## src/rtl/atkbf_pkg.sv

```systemverilog
// Shared types and constants of the adaptive top-k bin filter.
package atkbf_pkg;

    // Fixed field widths.
    localparam int SCORE_W    = 16;
    localparam int TAG_W      = 16;
    localparam int SCALE_W    = 24;
    localparam int COUNT_W    = 32;
    localparam int BIN_OUT_W  = 7;
    localparam int DIFF_W     = SCORE_W + 1;
    localparam int PROD_W     = SCORE_W + SCALE_W;
    localparam int FRAC_SHIFT = 23;
    localparam int BIN_FULL_W = PROD_W - FRAC_SHIFT;
    localparam int CFG_IDX_W  = 3;
    localparam int CFG_DATA_W = 32;

    // Configuration register indexes.
    localparam logic [CFG_IDX_W-1:0] CFG_MODE  = 3'd0;
    localparam logic [CFG_IDX_W-1:0] CFG_START = 3'd1;
    localparam logic [CFG_IDX_W-1:0] CFG_SCALE = 3'd2;
    localparam logic [CFG_IDX_W-1:0] CFG_GOAL  = 3'd3;
    localparam logic [CFG_IDX_W-1:0] CFG_CAP   = 3'd4;

    // Reset values of the configuration registers.
    localparam logic [SCALE_W-1:0] SCALE_RESET = 24'd25600;
    localparam logic [COUNT_W-1:0] CAP_RESET   = 32'hFFFF_FFFF;

    typedef struct packed {
        logic signed [SCORE_W-1:0] score;
        logic [TAG_W-1:0]          row_index;
        logic [TAG_W-1:0]          column_index;
    } t_in_item;

    typedef struct packed {
        logic                 accepted;
        logic [BIN_OUT_W-1:0] bin_index;
        logic [BIN_OUT_W-1:0] bottom_bin;
        logic [COUNT_W-1:0]   live_total;
        logic                 overflow;
        logic [TAG_W-1:0]     row_tag;
        logic [TAG_W-1:0]     column_tag;
    } t_out_item;

    typedef struct packed {
        logic                      top_k_mode;
        logic signed [SCORE_W-1:0] start_threshold;
        logic [SCALE_W-1:0]        bin_scale;
        logic [COUNT_W-1:0]        keep_goal;
        logic [COUNT_W-1:0]        capacity;
    } t_cfg;

    // Binner result handed to the sequencer.
    typedef struct packed {
        logic                  neg;
        logic [BIN_FULL_W-1:0] bin;
    } t_bin_res;

    // Decision fields produced by the sequencer.
    typedef struct packed {
        logic                 accepted;
        logic [BIN_OUT_W-1:0] bin_index;
        logic [BIN_OUT_W-1:0] bottom_bin;
        logic [COUNT_W-1:0]   live_total;
        logic                 overflow;
    } t_decision;

    typedef enum logic [2:0] {
        ST_CLEAR,
        ST_IDLE,
        ST_MUL,
        ST_DECIDE,
        ST_INC,
        ST_ADV_RD,
        ST_ADV_CHK,
        ST_DONE
    } t_state;

endpackage

```

## src/rtl/atkbf_binner.sv

```systemverilog
// Score offset and bin scaling: a subtract stage followed by a multiply stage.
module atkbf_binner (
    input  logic                                i_clk,
    input  logic                                i_load,
    input  logic signed [atkbf_pkg::SCORE_W-1:0] i_score,
    input  logic signed [atkbf_pkg::SCORE_W-1:0] i_start,
    input  logic [atkbf_pkg::SCALE_W-1:0]       i_scale,
    output atkbf_pkg::t_bin_res                 o_res
);
    import atkbf_pkg::*;

    logic signed [DIFF_W-1:0] r_diff;
    logic [PROD_W-1:0]        r_prod;

    // Offset from the start threshold, captured when a request is taken.
    always_ff @(posedge i_clk) begin
        if (i_load) begin
            r_diff <= DIFF_W'(i_score) - DIFF_W'(i_start);
        end
    end

    // Scale by the Q1.23 bin factor; a non-negative offset fits in 16 bits.
    always_ff @(posedge i_clk) begin
        r_prod <= PROD_W'(r_diff[SCORE_W-1:0]) * PROD_W'(i_scale);
    end

    assign o_res.neg = r_diff[DIFF_W-1];
    assign o_res.bin = r_prod[PROD_W-1:FRAC_SHIFT];
endmodule

```

## config.mk

```make
export PLATFORM = sky130hd
export DESIGN_NAME = atkbf_binner
export DESIGN_NICKNAME = d
export VERILOG_FILES = /design/src/rtl/atkbf_pkg.sv /design/src/rtl/atkbf_binner.sv
export SDC_FILE = /design/constraint.sdc
export NUM_CORES = 1
export LEC_CHECK = 0
export BUFFER_PORTS_ARGS = -buffer_cell sky130_fd_sc_hd__buf_4
export CAP_MARGIN = 20
export CORE_UTILIZATION = 33
export CTS_BUF_LIST = sky130_fd_sc_hd__clkbuf_4 sky130_fd_sc_hd__clkbuf_8 sky130_fd_sc_hd__clkbuf_16
export CTS_CLUSTER_DIAMETER = 200
export DETAILED_ROUTE_END_ITERATION = 10
export PLACE_DENSITY = 0.58
export SYNTH_ARGS = -nofsm -noshare
export SYNTH_HDL_FRONTEND = slang
export SYNTH_SLANG_ARGS = --single-unit
```

## constraint.sdc

```tcl
create_clock -name i_clk -period 5.9 [get_ports i_clk]
set_clock_uncertainty 0.2 [all_clocks]
set_input_delay 0.59 -clock i_clk [delete_from_list [all_inputs] [get_ports i_clk]]
set_output_delay 0.59 -clock i_clk [all_outputs]
set_load 0.03 [all_outputs]
```

==> key figures <==
Outcome
  • Outcome: complete, but fails checks
  • Failing checks: negative setup slack

Worst setup path
  • Crit path largest cell delay: 0.54 ns
  • Startpoint Class: flip-flop
  • Worst path cell trace: buf_12 > buf_4 > and2_1 > fa_1 > inv_1 > fa_2 > fa_2 > fa_1 > inv_1 > fa_1 > fa_1 > ha_4 > a21oi_2 > o21a_1 > o22a_2 > a311oi_4 > buf_6 > nor4_4 > o41ai_2 > xor2_1
  • Slowest-stage cell, CP: fa_2
  • Endpoint class of the critical path: flip-flop
  • CP Class: reg2reg
  • Crit Path Max Fanout: 10
  • WP data arrival: 6.02 ns
  • Top cell by count, worst path: fa_1
  • Worst EP required: 5.92 ns

Detailed routing
  • WL/cell: 15.34 microns
  • Via count: 10721
  • Post-route ant nets: 0
  • Drt pass-1 iters: 5
  • DR iter-0 viols: 508
  • DRC: 0
  • Final WL: 34810 microns
  • Average vias per placed instance: 4.725

Clock tree
  • Clock transition at path regs: 0.06 ns
  • CTS Sinks: 34
  • Total CTS buffers: 5
  • CTS Buffer Depth: 2
  • CTS tree: done
  • H-tree Lvls: 2
  • Worst-Skew Late Latency: 0.29 ns
  • Clock root cell: clkbuf_16

Floorplan
  • Rows: 74
  • Core area: 0.04092 sq mm
  • Initial Util: 33.46%
  • Die Wd: 205.7 microns
  • Top-Level Pins: 76
  • Die Span Y: 205.7 microns
  • Full die area: 0.04232 sq mm

Synthesis
  • Top post-synthesis cells by area: fa_1 45%, ha_1 11%, inv_1 10%
  • Cells after synthesis: 1554
  • Synth cell count leaders: 375 x inv_1, 306 x fa_1, 242 x nand2_1
  • Top-area cell type share of the netlist area: 44.73%
  • Ys Warns: 0
  • Post-synth cell types: 51
  • Most frequent cell after synthesis: inv_1
  • Area leader, netlist: fa_1
  • Top FF cell, synth: edfxtp_1
  • Mapped cell area: 0.01369 sq mm
  • Flop and latch count out of synthesis: 34
  • EDFF count, synth: 17
  • Seq/Total Area, Yosys: 6.213%
  • Mapped Nets: 2043
  • Asr flop ratio synth: 0%
  • Syn_area_per_cell: 8.812 sq um

Placed design
  • Port Buffers: 75
  • Setup WS pre-CTS: -0.4107 ns
  • DP Cell Count: 2238
  • Gp weighted congestion: 0.8751
  • DP Wirelength: 30660 microns

Timing
  • Slew HR: 36.34%
  • Max frequency: 166.7 MHz
  • Period utilization: 101.7%
  • RSZ-0062 raised after global routing: yes
  • Max Transition Viols Final: 0
  • PnR worst setup slack: -0.09999 ns
  • Setup violators final: 8
  • Tmin final: 6.000 ns
  • Slew @ Worst Pin: 0.9549 ns
  • Final count of hold timing violations: 0

Layout
  • P&R area growth vs syn: 22.94%
  • Register area: 850.8 sq um
  • Fill count: 4056
  • Inserted Diodes: 0
  • Multi-input combinational cell area: 0.01177 sq mm
  • Share of cells above drive strength 1: 19.98%
  • Final nets: 2225
  • Non-filler cells, final: 2269

GRT
  • Pin count of the biggest net entering global routing: 24
  • First-pass GRT wire length: 58420 microns
  • GR Overflow Total: 0
  • Initial antenna violation count: 0
  • Total GRT Usage: 17.39%
  • Number of global-route vias before repair: 11653

Min path
  • Worst min-delay path class: in2reg

Job
  • MaxCap Viol Count: 0
## layout by cell type, fill, tap and decap left out, types with 4 or more instances in the layout
master / Yosys / routed
buf_12: 0 / 14
a21oi_1: 42 / 35
o211ai_1: 4 / 4
and2_4: 0 / 6
nor2b_1: 6 / 6
o21ai_2: 0 / 4
inv_1: 375 / 361
inv_2: 0 / 14
ha_1: 125 / 103
buf_6: 0 / 5
fa_1: 306 / 292
dfxtp_1: 17 / 17
clkbuf_16: 0 / 5
xor2_1: 7 / 7
a21o_1: 10 / 10
o21ai_1: 2 / 4
fa_2: 0 / 14
o21bai_1: 5 / 5
edfxtp_1: 17 / 17
a211oi_1: 9 / 8
nand2_1: 242 / 238
a21oi_2: 0 / 6
buf_4: 1 / 217
and2_1: 166 / 160
nor3_1: 7 / 6
xnor2_1: 22 / 21
nand2b_1: 7 / 7
ha_4: 0 / 20
nand3_1: 10 / 6
o21ai_0: 20 / 14
nor2_1: 27 / 25
o21a_1: 6 / 6
nand4_1: 13 / 13
## metrics by stage
step | hold WS (ns) | setup TNS (ns) | cell area, sq um | util (%)
finish | 0.4806 | -0.3510 | 16840 | 41.14
global route | 0.4788 | -2.666 | 16840 | 41.14
CTS | 0.4760 | -0.9509 | 16600 | 40.55
detailed placement | 0.7799 | -3.881 | 15940 | 38.95
global placement | 0.7802 | -3.348 | 15940 | 38.95
floorplan | 0.5025 | 0 | 13760 | -
## sequential cells by signal, indices dropped and copies added (netlist names)
register / cells
r_diff: 17
r_prod: 17
## worst paths after layout
check / start / slack [ns] / cells past startpoint / endpoint
max: r_diff[6]$_DFFE_PP_ / -0.1 / 20 / r_prod[38]$_DFF_P_
min: i_load / 0.48 / 1 / r_diff[16]$_DFFE_PP_
max reg2reg: r_diff[6]$_DFFE_PP_ / -0.1 / 20 / r_prod[38]$_DFF_P_
min reg2reg: r_diff[1]$_DFFE_PP_ / 1.55 / 10 / r_prod[25]$_DFF_P_
## what timing repair did
item | CTS | global route
resized for setup | 68 | 49
hold buffers | 0 | 0
gates cloned | 1 | 0
pin swaps | 42 | 40
buffers inserted | 15 | 8
endpoints found under the setup margin | 14 | 17
## cells by family (layout without fill, tap and decap cells)
kind of cell,Yosys count,after routing,share of synthesized area (%)
flops,34,34,6.213
buf+inv,438,621,12.03
simple gates,494,494,17.66
xor+xnor,29,29,1.855
compound gates,127,127,6.012
fa+ha+maj,431,431,56.15
mux,1,1,0.07310
## worst max-delay path, delay by kind of cell, from the launching register on
| kind | cells | cell delay (ns) |
|---|---|---|
| XOR/XNOR | 1 | 0.19 |
| buffers and inverters | 5 | 0.58 |
| flip-flops | 1 | 0.41 |
| AND/OR/NAND/NOR | 2 | 0.21 |
| AO/OA/AOI/OAI | 5 | 0.99 |
| adder cells (fa/ha/maj) | 7 | 3.32 |
## area by class of cell
type                       instances  share of cell area (%)
tap                              532                   3.954
sequential                        34                   5.054
timing repair buffer             238                   11.81
clock buffer                       7                  0.8695
multi-input combinational       1082                   69.92
inverter                         375                   8.361
clock inverter                     1                 0.02973
## per-layer routing
layer / share of wire (%) / GRT usage (%) / vias to the layer above
met2: 50 / 29.87 / 235
met3: 3.9 / 1.410 / 34
met1: 45 / 23.69 / 5456
met5: 0 / 0 / -
met4: 1.3 / 3.942 / 0
li1: - / - / 4996
Power is not shown: default switching activity piles up to over one toggle a cycle in this logic, so the estimate is an artifact.
