$ cat src/rtl/atkbf_pkg.sv
// Shared types and constants of the adaptive top-k bin filter.
package atkbf_pkg;

    // Fixed field widths.
    localparam int SCORE_W    = 16;
    localparam int TAG_W      = 16;
    localparam int SCALE_W    = 24;
    localparam int COUNT_W    = 32;
    localparam int BIN_OUT_W  = 7;
    localparam int DIFF_W     = SCORE_W + 1;
    localparam int PROD_W     = SCORE_W + SCALE_W;
    localparam int FRAC_SHIFT = 23;
    localparam int BIN_FULL_W = PROD_W - FRAC_SHIFT;
    localparam int CFG_IDX_W  = 3;
    localparam int CFG_DATA_W = 32;

    // Configuration register indexes.
    localparam logic [CFG_IDX_W-1:0] CFG_MODE  = 3'd0;
    localparam logic [CFG_IDX_W-1:0] CFG_START = 3'd1;
    localparam logic [CFG_IDX_W-1:0] CFG_SCALE = 3'd2;
    localparam logic [CFG_IDX_W-1:0] CFG_GOAL  = 3'd3;
    localparam logic [CFG_IDX_W-1:0] CFG_CAP   = 3'd4;

    // Reset values of the configuration registers.
    localparam logic [SCALE_W-1:0] SCALE_RESET = 24'd25600;
    localparam logic [COUNT_W-1:0] CAP_RESET   = 32'hFFFF_FFFF;

    typedef struct packed {
        logic signed [SCORE_W-1:0] score;
        logic [TAG_W-1:0]          row_index;
        logic [TAG_W-1:0]          column_index;
    } t_in_item;

    typedef struct packed {
        logic                 accepted;
        logic [BIN_OUT_W-1:0] bin_index;
        logic [BIN_OUT_W-1:0] bottom_bin;
        logic [COUNT_W-1:0]   live_total;
        logic                 overflow;
        logic [TAG_W-1:0]     row_tag;
        logic [TAG_W-1:0]     column_tag;
    } t_out_item;

    typedef struct packed {
        logic                      top_k_mode;
        logic signed [SCORE_W-1:0] start_threshold;
        logic [SCALE_W-1:0]        bin_scale;
        logic [COUNT_W-1:0]        keep_goal;
        logic [COUNT_W-1:0]        capacity;
    } t_cfg;

    // Binner result handed to the sequencer.
    typedef struct packed {
        logic                  neg;
        logic [BIN_FULL_W-1:0] bin;
    } t_bin_res;

    // Decision fields produced by the sequencer.
    typedef struct packed {
        logic                 accepted;
        logic [BIN_OUT_W-1:0] bin_index;
        logic [BIN_OUT_W-1:0] bottom_bin;
        logic [COUNT_W-1:0]   live_total;
        logic                 overflow;
    } t_decision;

    typedef enum logic [2:0] {
        ST_CLEAR,
        ST_IDLE,
        ST_MUL,
        ST_DECIDE,
        ST_INC,
        ST_ADV_RD,
        ST_ADV_CHK,
        ST_DONE
    } t_state;

endpackage

$ cat src/rtl/atkbf_seq.sv
// Sequencer: decides each request and does read-modify-write on the bin counts.
module atkbf_seq #(
    parameter int NUM_BINS = 128
) (
    input  logic                           i_clk,
    input  logic                           i_rst_n,
    input  atkbf_pkg::t_cfg                i_cfg,
    input  logic                           i_req_valid,
    output logic                           o_req_ready,
    output logic                           o_load,
    input  atkbf_pkg::t_bin_res            i_bin,
    output logic                           o_ram_we,
    output logic [$clog2(NUM_BINS)-1:0]    o_ram_waddr,
    output logic [atkbf_pkg::COUNT_W-1:0]  o_ram_wdata,
    output logic [$clog2(NUM_BINS)-1:0]    o_ram_raddr,
    input  logic [atkbf_pkg::COUNT_W-1:0]  i_ram_rdata,
    input  logic                           i_slot_free,
    output logic                           o_done,
    output atkbf_pkg::t_decision           o_dec
);
    import atkbf_pkg::*;

    localparam int BIN_W = $clog2(NUM_BINS);
    localparam logic [BIN_W-1:0] LAST_BIN = BIN_W'(NUM_BINS - 1);
    localparam logic [BIN_FULL_W-1:0] NUM_BINS_F = BIN_FULL_W'(NUM_BINS);

    t_state r_state, n_state;
    logic [BIN_W-1:0]      r_clr, n_clr;
    logic [COUNT_W-1:0]    r_kept, n_kept;
    logic [BIN_W-1:0]      r_lowest, n_lowest;
    logic                  r_ovf, n_ovf;
    logic                  r_acc, n_acc;
    logic [BIN_FULL_W-1:0] r_bin, n_bin;

    logic                  w_ok;
    logic                  w_in_range;
    logic [COUNT_W-1:0]    w_rem;
    logic [BIN_FULL_W-1:0] w_lowest_f;

    assign w_lowest_f = BIN_FULL_W'(r_lowest);
    assign w_in_range = (i_bin.bin < NUM_BINS_F) && (i_bin.bin >= w_lowest_f);
    assign w_ok       = !i_bin.neg && !r_ovf && (!i_cfg.top_k_mode || w_in_range);
    assign w_rem      = r_kept - i_ram_rdata;

    // State and control registers.
    always_ff @(posedge i_clk) begin
        if (!i_rst_n) begin
            r_state  <= ST_CLEAR;
            r_clr    <= '0;
            r_kept   <= '0;
            r_lowest <= '0;
            r_ovf    <= 1'b0;
            r_acc    <= 1'b0;
            r_bin    <= '0;
        end else begin
            r_state  <= n_state;
            r_clr    <= n_clr;
            r_kept   <= n_kept;
            r_lowest <= n_lowest;
            r_ovf    <= n_ovf;
            r_acc    <= n_acc;
            r_bin    <= n_bin;
        end
    end

    // Next state and memory access.
    always_comb begin
        n_state     = r_state;
        n_clr       = r_clr;
        n_kept      = r_kept;
        n_lowest    = r_lowest;
        n_ovf       = r_ovf;
        n_acc       = r_acc;
        n_bin       = r_bin;
        o_req_ready = 1'b0;
        o_load      = 1'b0;
        o_ram_we    = 1'b0;
        o_ram_waddr = r_lowest;
        o_ram_wdata = '0;
        o_ram_raddr = r_lowest;
        o_done      = 1'b0;

        case (r_state)
            ST_CLEAR: begin
                o_ram_we    = 1'b1;
                o_ram_waddr = r_clr;
                n_clr       = r_clr + 1'b1;
                if (r_clr == LAST_BIN) begin
                    n_state = ST_IDLE;
                end
            end
            ST_IDLE: begin
                o_req_ready = 1'b1;
                o_load      = i_req_valid;
                if (i_req_valid) begin
                    n_state = ST_MUL;
                end
            end
            ST_MUL: begin
                n_state = ST_DECIDE;
            end
            ST_DECIDE: begin
                o_ram_raddr = i_bin.bin[BIN_W-1:0];
                n_acc       = 1'b0;
                n_bin       = '0;
                n_state     = ST_DONE;
                if (w_ok && r_kept >= i_cfg.capacity) begin
                    n_ovf = 1'b1;
                end else if (w_ok) begin
                    n_acc = 1'b1;
                    if (i_cfg.top_k_mode) begin
                        n_bin   = i_bin.bin;
                        n_state = ST_INC;
                    end else begin
                        n_kept = r_kept + 1'b1;
                    end
                end
            end
            ST_INC: begin
                // Count data for the chosen bin arrives this cycle.
                o_ram_we    = 1'b1;
                o_ram_waddr = r_bin[BIN_W-1:0];
                o_ram_wdata = i_ram_rdata + 1'b1;
                n_kept      = r_kept + 1'b1;
                n_state     = ST_ADV_RD;
            end
            ST_ADV_RD: begin
                n_state = ST_ADV_CHK;
            end
            ST_ADV_CHK: begin
                // Empty the bottom bin while the rest still exceeds the goal.
                if (r_lowest < LAST_BIN && w_rem > i_cfg.keep_goal) begin
                    o_ram_we = 1'b1;
                    n_kept   = w_rem;
                    n_lowest = r_lowest + 1'b1;
                    n_state  = ST_ADV_RD;
                end else begin
                    n_state = ST_DONE;
                end
            end
            ST_DONE: begin
                if (i_slot_free) begin
                    o_done  = 1'b1;
                    n_state = ST_IDLE;
                end
            end
            default: begin
                n_state = ST_IDLE;
            end
        endcase
    end

    assign o_dec.accepted   = r_acc;
    assign o_dec.bin_index  = r_bin[BIN_OUT_W-1:0];
    assign o_dec.bottom_bin = w_lowest_f[BIN_OUT_W-1:0];
    assign o_dec.live_total = r_kept;
    assign o_dec.overflow   = r_ovf;
endmodule

$ cat config.mk
export PLATFORM = sky130hd
export DESIGN_NAME = atkbf_seq
export DESIGN_NICKNAME = d
export VERILOG_FILES = /design/src/rtl/atkbf_pkg.sv /design/src/rtl/atkbf_seq.sv
export SDC_FILE = /design/constraint.sdc
export NUM_CORES = 1
export LEC_CHECK = 0
export BUFFER_PORTS_ARGS = -buffer_cell sky130_fd_sc_hd__buf_2
export CAP_MARGIN = 20
export CORE_UTILIZATION = 53
export CTS_BUF_LIST = sky130_fd_sc_hd__clkbuf_4
export DETAILED_ROUTE_END_ITERATION = 6
export PLACE_DENSITY = 0.83
export SLEW_MARGIN = 20
export SYNTH_ARGS = -nofsm -noshare
export SYNTH_HDL_FRONTEND = slang
export SYNTH_SLANG_ARGS = --single-unit
$ cat constraint.sdc
create_clock -name i_clk -period 8.8 [get_ports i_clk]
set_clock_uncertainty 0.2 [all_clocks]
set_input_delay 1.76 -clock i_clk [delete_from_list [all_inputs] [get_ports i_clk]]
set_output_delay 1.76 -clock i_clk [all_outputs]
set_load 0.02 [all_outputs]
==> flow_summary.json, run 1 <==
{
  "layout_commonest_cell": "buf_2",
  "syn_area_um2": 7410,
  "grt_pass1_vias": 7357,
  "place.gp.congestion": 0.908,
  "core_area_um2": 13500,
  "grt_overflow_total": 0,
  "clock_latency_ns": 0.40,
  "final_cell_mix": "buf_2 (216), inv_1 (112), nor2_1 (111)",
  "ys_types": 74,
  "antennaDiodeCount": 0,
  "path_clk_slew_ns": 0.10,
  "critPathMaxFanout": 3,
  "grt_pass1_wl_um": 34700,
  "r2r_start": "r_kept[0]",
  "drt-total-wl_um": 22000,
  "ant_nets": 0,
  "report.final.slew_viol_count": 0,
  "drc": 0,
  "startpoint_type": "input port",
  "yosysWarnings": 0,
  "peakVddDrop_v": 0.0000785,
  "synthFlopType": "dfxtp_1",
  "grt_max_degree": 40,
  "hold_viol_final": 0,
  "critPathMaxStageDelay_ns": 0.42,
  "syn2layout_area_growth_pct": 18.6,
  "path_class": "input port to output port",
  "die_x_um": 120,
  "n_fill_cell": 1248,
  "status": "complete, no violations",
  "avgSynthCellArea_um2": 6.91,
  "regToRegSetupSlack_ns": 2.70,
  "first_pass_iters": 6,
  "p_leak_uw": 0.00441,
  "drt_first_iter_violations": 693,
  "met1_length_um": 9540,
  "rsz0062_at_grt": "false",
  "place_area_um2": 8630,
  "ys_seq_area_share_pct": 15.7,
  "dr.max_layer_used": "met4",
  "track_usage_pct": 29.6,
  "fin_area_um2": 8800,
  "cts_buffers": 9,
  "cellPowerDensity_nw_per_um2": 97.1,
  "max_freq_ghz": 0.118,
  "ff2ff_path_depth": 25,
  "worstHoldPathCells": 2,
  "htreeDepth": 3,
  "via_per_inst": 5.73,
  "met2_length_um": 10300,
  "dp_slack_ns": 0.336,
  "via_count": 8321,
  "min_from": "r_acc",
  "setup_viol": 0,
  "initial_core_util_pct": 55.1,
  "die_area_um2": 14500,
  "rr_endpoint": "r_kept[30]",
  "fin_crit_sh_pct": 96.5,
  "maxCapViolCount": 0,
  "cp.required_ns": 6.84,
  "holdBufCountCts": 0,
  "synth_seq_cells": 58,
  "cpMaxStageDelayCell": "fa_1",
  "cp_common_cell": "nand2_1",
  "tightest_slew_ns": 0.863,
  "nets": 1538,
  "arrival_ns": 6.53,
  "syn-num-nets": 1339,
  "postCtsSetupBuffers": 0,
  "numClockSinks": 58,
  "period_minus_slack_ns": 8.49,
  "clockBufferDepth": 2,
  "dp_hpwl_um": 17500,
  "hp-class": "flip-flop to flip-flop",
  "portBuffers": 216,
  "syn_inst": 1073,
  "rows": 42,
  "critPathCaptureType": "output port",
  "synth_edf_count": 0,
  "drive_gt1_share_pct": 20.4,
  "avgRoutedWirePerCell_um": 15.1,
  "synthArstFlopShare_pct": 0,
  "max_slew_margin_pct": 42.2,
  "fin_ws_ns": 0.309,
  "whs_endpoint": "r_acc",
  "ioPinCount": 257,
  "antenna_found_initial": 0,
  "worstPathCellList": "buf_2 -> ha_1 -> inv_1 -> fa_1 -> a211oi_1 -> o21bai_1 -> a41o_1 -> a21oi_2 -> o21bai_1 -> a221o_1 -> nand4_1 -> a21oi_1 -> xor2_1 -> ha_1 -> nand4_1 -> nand2b_1 -> or3_1 -> a31oi_1 -> o21ai_1 -> nand2_1 -> a22o_4 -> nand2_1 -> nand2_1 -> buf_2",
  "dr_wl_met3_um": 1830,
  "fp.dieH_um": 120,
  "cts_tree": "yes",
  "post_cts_resize_count": 0,
  "root_buffer": "clkbuf_4",
  "fin_tns_setup_ns": 0
}
[worst max path at each step]
stage / start / slack, ns / endpoint / cells after the start
after detailed placement: i_ram_rdata[0] / 0.34 / o_ram_we / 24
final: i_ram_rdata[0] / 0.31 / o_ram_we / 24
after floorplan: i_ram_rdata[0] / 1.05 / o_ram_we / 23
after global routing: i_ram_rdata[0] / 0.08 / o_ram_we / 24
after CTS: i_ram_rdata[0] / 0.31 / o_ram_we / 24
after global placement: i_ram_rdata[0] / 0.42 / o_ram_we / 24
[synthesized netlist by cell type (6+ instances only)]
| cell type | count | area share [%] |
|---|---|---|
| clkbuf_1 | 30 | 1.5 |
| dfxtp_1 | 58 | 16 |
| nand4_1 | 31 | 2.6 |
| a21oi_1 | 108 | 7.3 |
| nor2_1 | 111 | 5.6 |
| o21bai_1 | 7 | 0.71 |
| nor4_1 | 6 | 0.51 |
| o21ai_0 | 79 | 5.3 |
| and2_1 | 10 | 0.84 |
| nand3_1 | 36 | 2.4 |
| and3_1 | 12 | 1.0 |
| nor2b_1 | 6 | 0.51 |
| o22ai_1 | 7 | 0.59 |
| o21a_1 | 6 | 0.61 |
| nand2_1 | 110 | 5.6 |
| nand2b_1 | 11 | 0.93 |
| a211oi_1 | 8 | 0.81 |
| or3_1 | 9 | 0.76 |
| a31oi_1 | 7 | 0.59 |
| nor3_1 | 21 | 1.4 |
| xnor2_1 | 54 | 6.4 |
| xor2_1 | 13 | 1.5 |
| a21o_1 | 24 | 2.4 |
| ha_1 | 106 | 18 |
| mux2i_1 | 9 | 1.2 |
| inv_1 | 112 | 5.7 |
[critical path, delay by kind of cell]
kind                     cells  cell delay (ns)
AO/OA/AOI/OAI               10             2.03
XOR/XNOR                     1             0.15
adder cells (fa/ha/maj)      3             0.93
buffers and inverters        3             0.37
AND/OR/NAND/NOR              7             1.29
[layer usage]
metal / global-route usage, % / vias to the layer above
li1: - / 4199
met1: 38.7 / 3738
met2: 50.8 / 356
met3: 3.54 / 28
met4: 8.95 / 0
met5: 0 / -
[per-stage QoR]
stage / total power (uW) / utilization [%] / instances / hold WS (ns)
after floorplan: 529 / - / 1073 / 0.237
after global placement: 624 / 64.2 / 1437 / 0.250
after detailed placement: 631 / 64.2 / 1437 / 0.258
after CTS: 856 / 65.4 / 1453 / 0.276
after global routing: 910 / 65.4 / 1453 / 0.305
final: 854 / 65.4 / 1453 / 0.274
[registers in the layout, summed over array words and instances (netlist names)]
| name | flops |
|---|---|
| r_clr | 7 |
| r_acc | 1 |
| r_state | 3 |
| r_ovf | 1 |
| r_kept | 32 |
| r_bin | 7 |
| r_lowest | 7 |
[final cells by class]
class                           instances  area, um2  area share (%)
Tap cell                              176        220            2.50
Clock inverter                          7       93.8            1.07
Timing Repair Buffer                  226       1160            13.1
Multi-Input combinational cell        864       5670            64.5
Inverter                              113        424            4.82
Clock buffer                            9       67.6           0.768
Sequential cell                        58       1160            13.2
[report_power, final]
group / switching (uW) / internal [uW] / total, uW
Sequential: 24.5 / 276 / 300
Combinational: 206 / 125 / 331
Clock: 108 / 115 / 222
[kinds of logic after synthesis]
group | Yosys count | share of synthesized area, %
muxes | 9 | 1.22
xor gates and xnor gates | 67 | 7.91
AOI/OAI and AO/OA | 297 | 24.8
DFF | 58 | 15.7
adders and majority gates | 107 | 18.2
and+or+nand+nor | 384 | 24.5
buffers and inverters | 151 | 7.83
No activity file was read; power rests on OpenSTA's default activity.
==> inputs of run 2 (changes only) <==
--- a/config.mk
+++ b/config.mk
@@ -10,6 +10,7 @@
 export CORE_UTILIZATION = 53
 export CTS_BUF_LIST = sky130_fd_sc_hd__clkbuf_4
 export DETAILED_ROUTE_END_ITERATION = 6
+export MAX_ROUTING_LAYER = met4
 export PLACE_DENSITY = 0.83
 export SLEW_MARGIN = 20
 export SYNTH_ARGS = -nofsm -noshare
==> run 2 against run 1 <==
Count of clock-buffer cells in the layout did not move. Setup slack got worse by 0.025 ns. Via count up 0.24%. Routed wire length up 0.49%. Sequential power barely moved. Combinational power about the same. Critical endpoint unchanged.
==> flow_summary.json, run 2 (synthesized netlist as in run 1, its figures left out) <==
{
  "status": "complete, no violations",
  "initial_core_util_pct": 55.1,
  "dp_hpwl_um": 17600,
  "fin_crit_sh_pct": 96.8,
  "rsz0062_at_grt": "false",
  "grt_max_degree": 40,
  "critPathMaxFanout": 3,
  "peakVddDrop_v": 0.0000859,
  "cp_common_cell": "nand2_1",
  "critPathCaptureType": "output port",
  "nets": 1537,
  "r2r_start": "r_kept[0]",
  "ioPinCount": 257,
  "p_sw_share_pct": 40.2,
  "fp.dieH_um": 120,
  "p_leak_uw": 0.00441,
  "via_count": 8341,
  "final_cell_mix": "buf_2 (216), inv_1 (112), nor2_1 (111)",
  "cp.required_ns": 6.84,
  "drive_gt1_share_pct": 20.4,
  "worstSetupStartpoint": "i_ram_rdata[0]",
  "critPathMaxStageDelay_ns": 0.42,
  "path_class": "input port to output port",
  "path_delay_family": "compound AO/OA/AOI/OAI gates",
  "core_area_um2": 13500,
  "combPwrFrac_pct": 38.2,
  "syn2layout_area_growth_pct": 18.6,
  "fin_tns_setup_ns": 0,
  "tightest_slew_ns": 0.850,
  "grt_pass1_vias": 7405,
  "startpoint_type": "input port",
  "min_from": "r_acc",
  "antenna_found_initial": 0,
  "p_seq_share_pct": 34.7,
  "cellPowerDensity_nw_per_um2": 98.4,
  "internal-power_uw": 518,
  "drc": 0,
  "hp-class": "flip-flop to flip-flop",
  "path_clk_slew_ns": 0.13,
  "cts_tree": "yes",
  "place.gp.congestion": 0.928,
  "max_freq_ghz": 0.117,
  "numClockSinks": 58,
  "grt_pass1_wl_um": 35200,
  "setup_viol": 0,
  "largest_register": "r_kept",
  "postCtsSetupBuffers": 0,
  "portBuffers": 216,
  "fin_util_pct": 65.4,
  "die_x_um": 120,
  "path_buf_inv": 3,
  "root_buffer": "clkbuf_4",
  "worstPathCellList": "buf_2 -> ha_1 -> inv_1 -> fa_1 -> a211oi_1 -> o21bai_1 -> a41o_1 -> a21oi_2 -> o21bai_1 -> a221o_1 -> nand4_1 -> a21oi_1 -> xor2_1 -> ha_1 -> nand4_1 -> nand2b_1 -> or3_1 -> a31oi_1 -> o21ai_1 -> nand2_1 -> a22o_4 -> nand2_1 -> nand2_1 -> buf_2",
  "drt-total-wl_um": 22100,
  "maxCapViolCount": 0,
  "drt_first_iter_violations": 613,
  "via_per_inst": 5.74,
  "die_area_um2": 14500,
  "holdBufCountCts": 0,
  "clock_latency_ns": 0.42,
  "period_minus_slack_ns": 8.52,
  "largest_register_ffs": 32,
  "grt_overflow_total": 0,
  "cpMaxStageDelayCell": "or3_1",
  "arrival_ns": 6.56,
  "antennaDiodeCount": 0,
  "htreeDepth": 3,
  "ant_nets": 0,
  "clockBufferDepth": 2,
  "hold_viol_final": 0,
  "layout_commonest_cell": "buf_2",
  "cts_buffers": 9,
  "track_usage_pct": 30.9,
  "max_slew_margin_pct": 43.1,
  "post_cts_resize_count": 0,
  "p_clk_share_pct": 27.1,
  "n_fill_cell": 1263,
  "first_pass_iters": 5,
  "fin_area_um2": 8800,
  "report.final.slew_viol_count": 0,
  "p_sw_uw": 348,
  "avgRoutedWirePerCell_um": 15.2,
  "place_area_um2": 8630,
  "rows": 42
}
run 2: cell type report:
class	instances	area [um2]	area share (%)
repair buffers	225	1150	13.1
inverters	113	424	4.82
well taps	176	220	2.50
flip-flops and latches	58	1160	13.2
multi-input cells	864	5670	64.5
clock inverters	7	101	1.15
clock buffers	9	67.6	0.768
run 2: worst register-to-register path: cells and delay by family (launching register included):
kind	cells	cell delay, ns
buffers and inverters	3	0.46
adders and majority gates	3	0.89
xor gates and xnor gates	1	0.14
DFF	1	0.38
AOI/OAI and AO/OA	11	2.29
and+or+nand+nor	7	1.68
run 2: path summary, 6_finish.rpt:
check | end | slack (ns) | cells past startpoint
max | o_ram_we | 0.28 | 24
min | r_acc | 0.27 | 2
max reg2reg | r_kept[30] | 2.68 | 25
min reg2reg | r_acc | 0.27 | 2
run 2: metal layers:
metal	wire length, um	GRT usage, %	vias up
li1	-	-	4184
met1	9620	38.0	3772
met2	10400	52.6	350
met3	1640	4.25	35
met4	490	9.18	0
met5	0	-	-
run 2: metrics by stage:
step | hold WS, ns | power, uW | instances | setup WS [ns]
after CTS | 0.274 | 867 | 1452 | 0.291
after global routing | 0.290 | 923 | 1452 | 0.0811
final | 0.272 | 866 | 1452 | 0.284
after detailed placement | 0.255 | 633 | 1436 | 0.309
after floorplan | 0.237 | 529 | 1073 | 1.05
after global placement | 0.250 | 625 | 1436 | 0.438
run 2: power by group through the flow:
stage / Sequential (uW) / Clock (uW) / Combinational, uW
6_report: 300 / 235 / 330
5_1_grt: 304 / 252 / 367
4_1_cts: 300 / 238 / 329
3_5_place_dp: 306 / 0 / 327
3_3_place_gp: 305 / 0 / 320
2_1_floorplan: 296 / 0 / 234
==> inputs of run 3 (changes only) <==
--- a/config.mk
+++ b/config.mk
@@ -5,13 +5,14 @@
 export SDC_FILE = /design/constraint.sdc
 export NUM_CORES = 1
 export LEC_CHECK = 0
+export ABC_AREA = 1
 export BUFFER_PORTS_ARGS = -buffer_cell sky130_fd_sc_hd__buf_2
 export CAP_MARGIN = 20
-export CORE_UTILIZATION = 53
+export CORE_UTILIZATION = 55
 export CTS_BUF_LIST = sky130_fd_sc_hd__clkbuf_4
 export DETAILED_ROUTE_END_ITERATION = 6
 export MAX_ROUTING_LAYER = met4
-export PLACE_DENSITY = 0.83
+export PLACE_DENSITY = 0.84
 export SLEW_MARGIN = 20
 export SYNTH_ARGS = -nofsm -noshare
 export SYNTH_HDL_FRONTEND = slang
==> run 3 against run 2 <==
Maximum frequency grew 16%. Setup slack improved by 1.1 ns. Via count increased by 25%. Die area is 10% higher. Clock power is 13% higher. Global-route usage increased by 4.7 points. Hold slack improved by 0.037 ns. Critical path type unchanged. Highest routed layer unchanged.
==> flow_summary.json, run 3 <==
{
  "synthFlopType": "dfxtp_1",
  "via_count": 10500,
  "setup_viol": 0,
  "synth.top_cells.by_count": "nand2_1 (381), inv_1 (224), nor2_1 (185)",
  "synth_compound_area_share_pct": 16.0,
  "rows": 45,
  "critPathCaptureType": "output port",
  "die_area_um2": 15900,
  "synth_mux_area_share_pct": 0,
  "n_fill_cell": 1485,
  "yosysMostFrequentCell": "nand2_1",
  "clock_latency_ns": 0.45,
  "synth_top_cell_by_area": "nand2_1",
  "synth_seq_cells": 58,
  "syn2layout_area_growth_pct": 16.6,
  "track_usage_pct": 35.6,
  "htreeDepth": 3,
  "clockBufferDepth": 2,
  "via_per_inst": 5.61,
  "path_delay_family": "simple AND/OR/NAND/NOR gates",
  "drt_first_iter_violations": 998,
  "yosysWarnings": 0,
  "report.final.slew_viol_count": 0,
  "yosys.area_share.simple_pct": 38.8,
  "cts_tree": "yes",
  "drt-total-wl_um": 27800,
  "drive_gt1_share_pct": 15.6,
  "rsz0062_at_grt": "false",
  "p_sw_uw": 218,
  "first_pass_iters": 5,
  "path_clk_slew_ns": 0.12,
  "post_cts_resize_count": 0,
  "hp-class": "flip-flop to flip-flop",
  "initial_core_util_pct": 56.0,
  "die_x_um": 126,
  "ys_seq_area_share_pct": 13.7,
  "final_cell_mix": "nand2_1 (381), inv_1 (224), buf_2 (216)",
  "maxCapViolCount": 0,
  "numClockSinks": 58,
  "status": "complete, no violations",
  "cts_buffers": 9,
  "nets": 1938,
  "core_area_um2": 15100,
  "largest_register_ffs": 32,
  "layout_commonest_cell": "nand2_1",
  "combPwrFrac_pct": 23.1,
  "portBuffers": 216,
  "critPathMaxStageDelay_ns": 0.37,
  "grt_pass1_wl_um": 44100,
  "worstPathCellList": "buf_2 -> inv_1 -> ha_1 -> a21oi_1 -> o21ai_0 -> a21boi_0 -> nor2_1 -> nor2_1 -> nand3_1 -> and2_1 -> ha_1 -> nand2_1 -> nor2_1 -> nand4_1 -> inv_1 -> nand2_1 -> nor2_1 -> a21oi_1 -> nand2_1 -> nor2_4 -> inv_1 -> nand2_1 -> buf_2",
  "dp.cells": 1849,
  "p_seq_share_pct": 38.3,
  "syn_area_um2": 8480,
  "arrival_ns": 5.41,
  "path_class": "input port to output port",
  "grt_overflow_total": 0,
  "largest_register": "r_kept",
  "cellPowerDensity_nw_per_um2": 69.8,
  "peakVddDrop_v": 0.0000835,
  "synthArstFlopShare_pct": 0,
  "ant_nets": 0,
  "cp.required_ns": 6.84,
  "fin_util_pct": 65.3,
  "fin_tns_setup_ns": 0,
  "path_buf_inv": 5,
  "max_freq_ghz": 0.136,
  "antenna_found_initial": 0,
  "period_minus_slack_ns": 7.37,
  "max_slew_margin_pct": 41.0,
  "fin_cells": 1865,
  "root_buffer": "clkbuf_4",
  "avgSynthCellArea_um2": 5.77,
  "synth_top_area_share_pct": 16.9,
  "synth_edf_count": 0,
  "startpoint_type": "input port",
  "cpMaxStageDelayCell": "a21boi_0",
  "syn-num-nets": 1735,
  "p_leak_uw": 0.00532,
  "dp_slack_ns": 1.50,
  "place.gp.congestion": 0.972,
  "avgRoutedWirePerCell_um": 14.9,
  "fin_ws_ns": 1.43,
  "syn_inst": 1469,
  "fin_crit_sh_pct": 83.8,
  "postCtsSetupBuffers": 0,
  "synth_top_family_by_area": "simple AND/OR/NAND/NOR gates",
  "p_sw_share_pct": 31.6,
  "holdBufCountCts": 0,
  "ys_top_cells_by_area": "nand2_1 (17%), ha_1 (16%), dfxtp_1 (14%), inv_1 (9.9%), nor2_1 (8.2%)",
  "hold_viol_final": 0,
  "ys_types": 44,
  "fp.dieH_um": 126,
  "synthAdderAreaFrac_pct": 15.9,
  "critPathMaxFanout": 8,
  "tightest_slew_ns": 0.883,
  "grt_pass1_vias": 9429,
  "dp_hpwl_um": 22500,
  "antennaDiodeCount": 0,
  "p_clk_share_pct": 38.6,
  "ioPinCount": 257,
  "drc": 0,
  "synth_xor_area_share_pct": 4.13,
  "internal-power_uw": 472,
  "grt_max_degree": 36
}
## run 3: cell count changes after synthesis, sizes merged, moves of 18 or more
| cell | previous run | this run |
|---|---|---|
| nor3 | 21 | 48 |
| a21o | 25 | 5 |
| nand2 | 112 | 383 |
| nor2 | 112 | 190 |
| clkbuf | 30 | 12 |
| nand3 | 36 | 81 |
| xor2 | 13 | 32 |
| inv | 112 | 226 |
| xnor2 | 54 | 8 |
## run 3: layer usage
layer  track usage [%]  routed length (um)
met5                 -                   0
met4              13.8                 957
met3              4.63                2630
met2              58.4               12400
met1              44.2               11800
## run 3: path summary, 6_finish.rpt
kind / from / end / slack (ns) / depth (start not counted)
setup / recovery: i_ram_rdata[18] / o_ram_we / 1.43 / 23
hold reg to reg: r_bin[5] / r_bin[5] / 0.31 / 2
hold / removal: r_bin[5] / r_bin[5] / 0.31 / 2
setup reg to reg: r_kept[18] / r_kept[20] / 3.75 / 24
## run 3: layout make-up
| class | count | area (um2) | share of cell area [%] |
|---|---|---|---|
| Inverter | 226 | 848 | 8.58 |
| Clock buffer | 9 | 67.6 | 0.683 |
| Tap cell | 188 | 235 | 2.38 |
| Clock inverter | 7 | 125 | 1.27 |
| Multi-Input combinational cell | 1158 | 6350 | 64.2 |
| Sequential cell | 58 | 1160 | 11.7 |
| Timing Repair Buffer | 219 | 1100 | 11.2 |
## run 3: kinds of logic (layout without fill, tap and decap cells)
kind of cell | after synthesis | after routing
compound gates | 244 | 244
xor+xnor | 40 | 40
fa+ha+maj | 107 | 107
buf+inv | 253 | 461
flops | 58 | 58
simple gates | 767 | 767
## run 3: power groups by stage
stage / Clock [uW] / Sequential (uW) / Combinational (uW)
2_1_floorplan: 0 / 270 / 97.7
5_1_grt: 278 / 265 / 182
3_5_place_dp: 0 / 270 / 156
4_1_cts: 266 / 264 / 157
3_3_place_gp: 0 / 270 / 152
6_report: 266 / 264 / 159
## run 3: worst reg2reg max path: stages (launching register included)
cell	delay, ns
dfxtp_1	0.56
ha_1	0.37
a21oi_1	0.27
o21ai_0	0.22
a21boi_0	0.37
nor2_1	0.09
nor2_1	0.14
nand3_1	0.12
and2_1	0.18
ha_1	0.29
nand2_1	0.07
nor2_1	0.13
nand4_1	0.09
inv_1	0.11
nand2_1	0.08
inv_1	0.06
nand2_1	0.04
nand2_1	0.10
nand2_1	0.13
a21boi_2	0.15
buf_4	0.34
nand2_2	0.51
nand2_1	0.21
nand2_1	0.07
nor2_1	0.11
## run 3: metrics by stage
step,power [uW],cell area (um2),hold WS (ns)
after CTS,688,9890,0.302
after floorplan,368,8480,0.263
after detailed placement,427,9700,0.283
after global routing,724,9890,0.334
after global placement,423,9700,0.279
final,690,9890,0.308
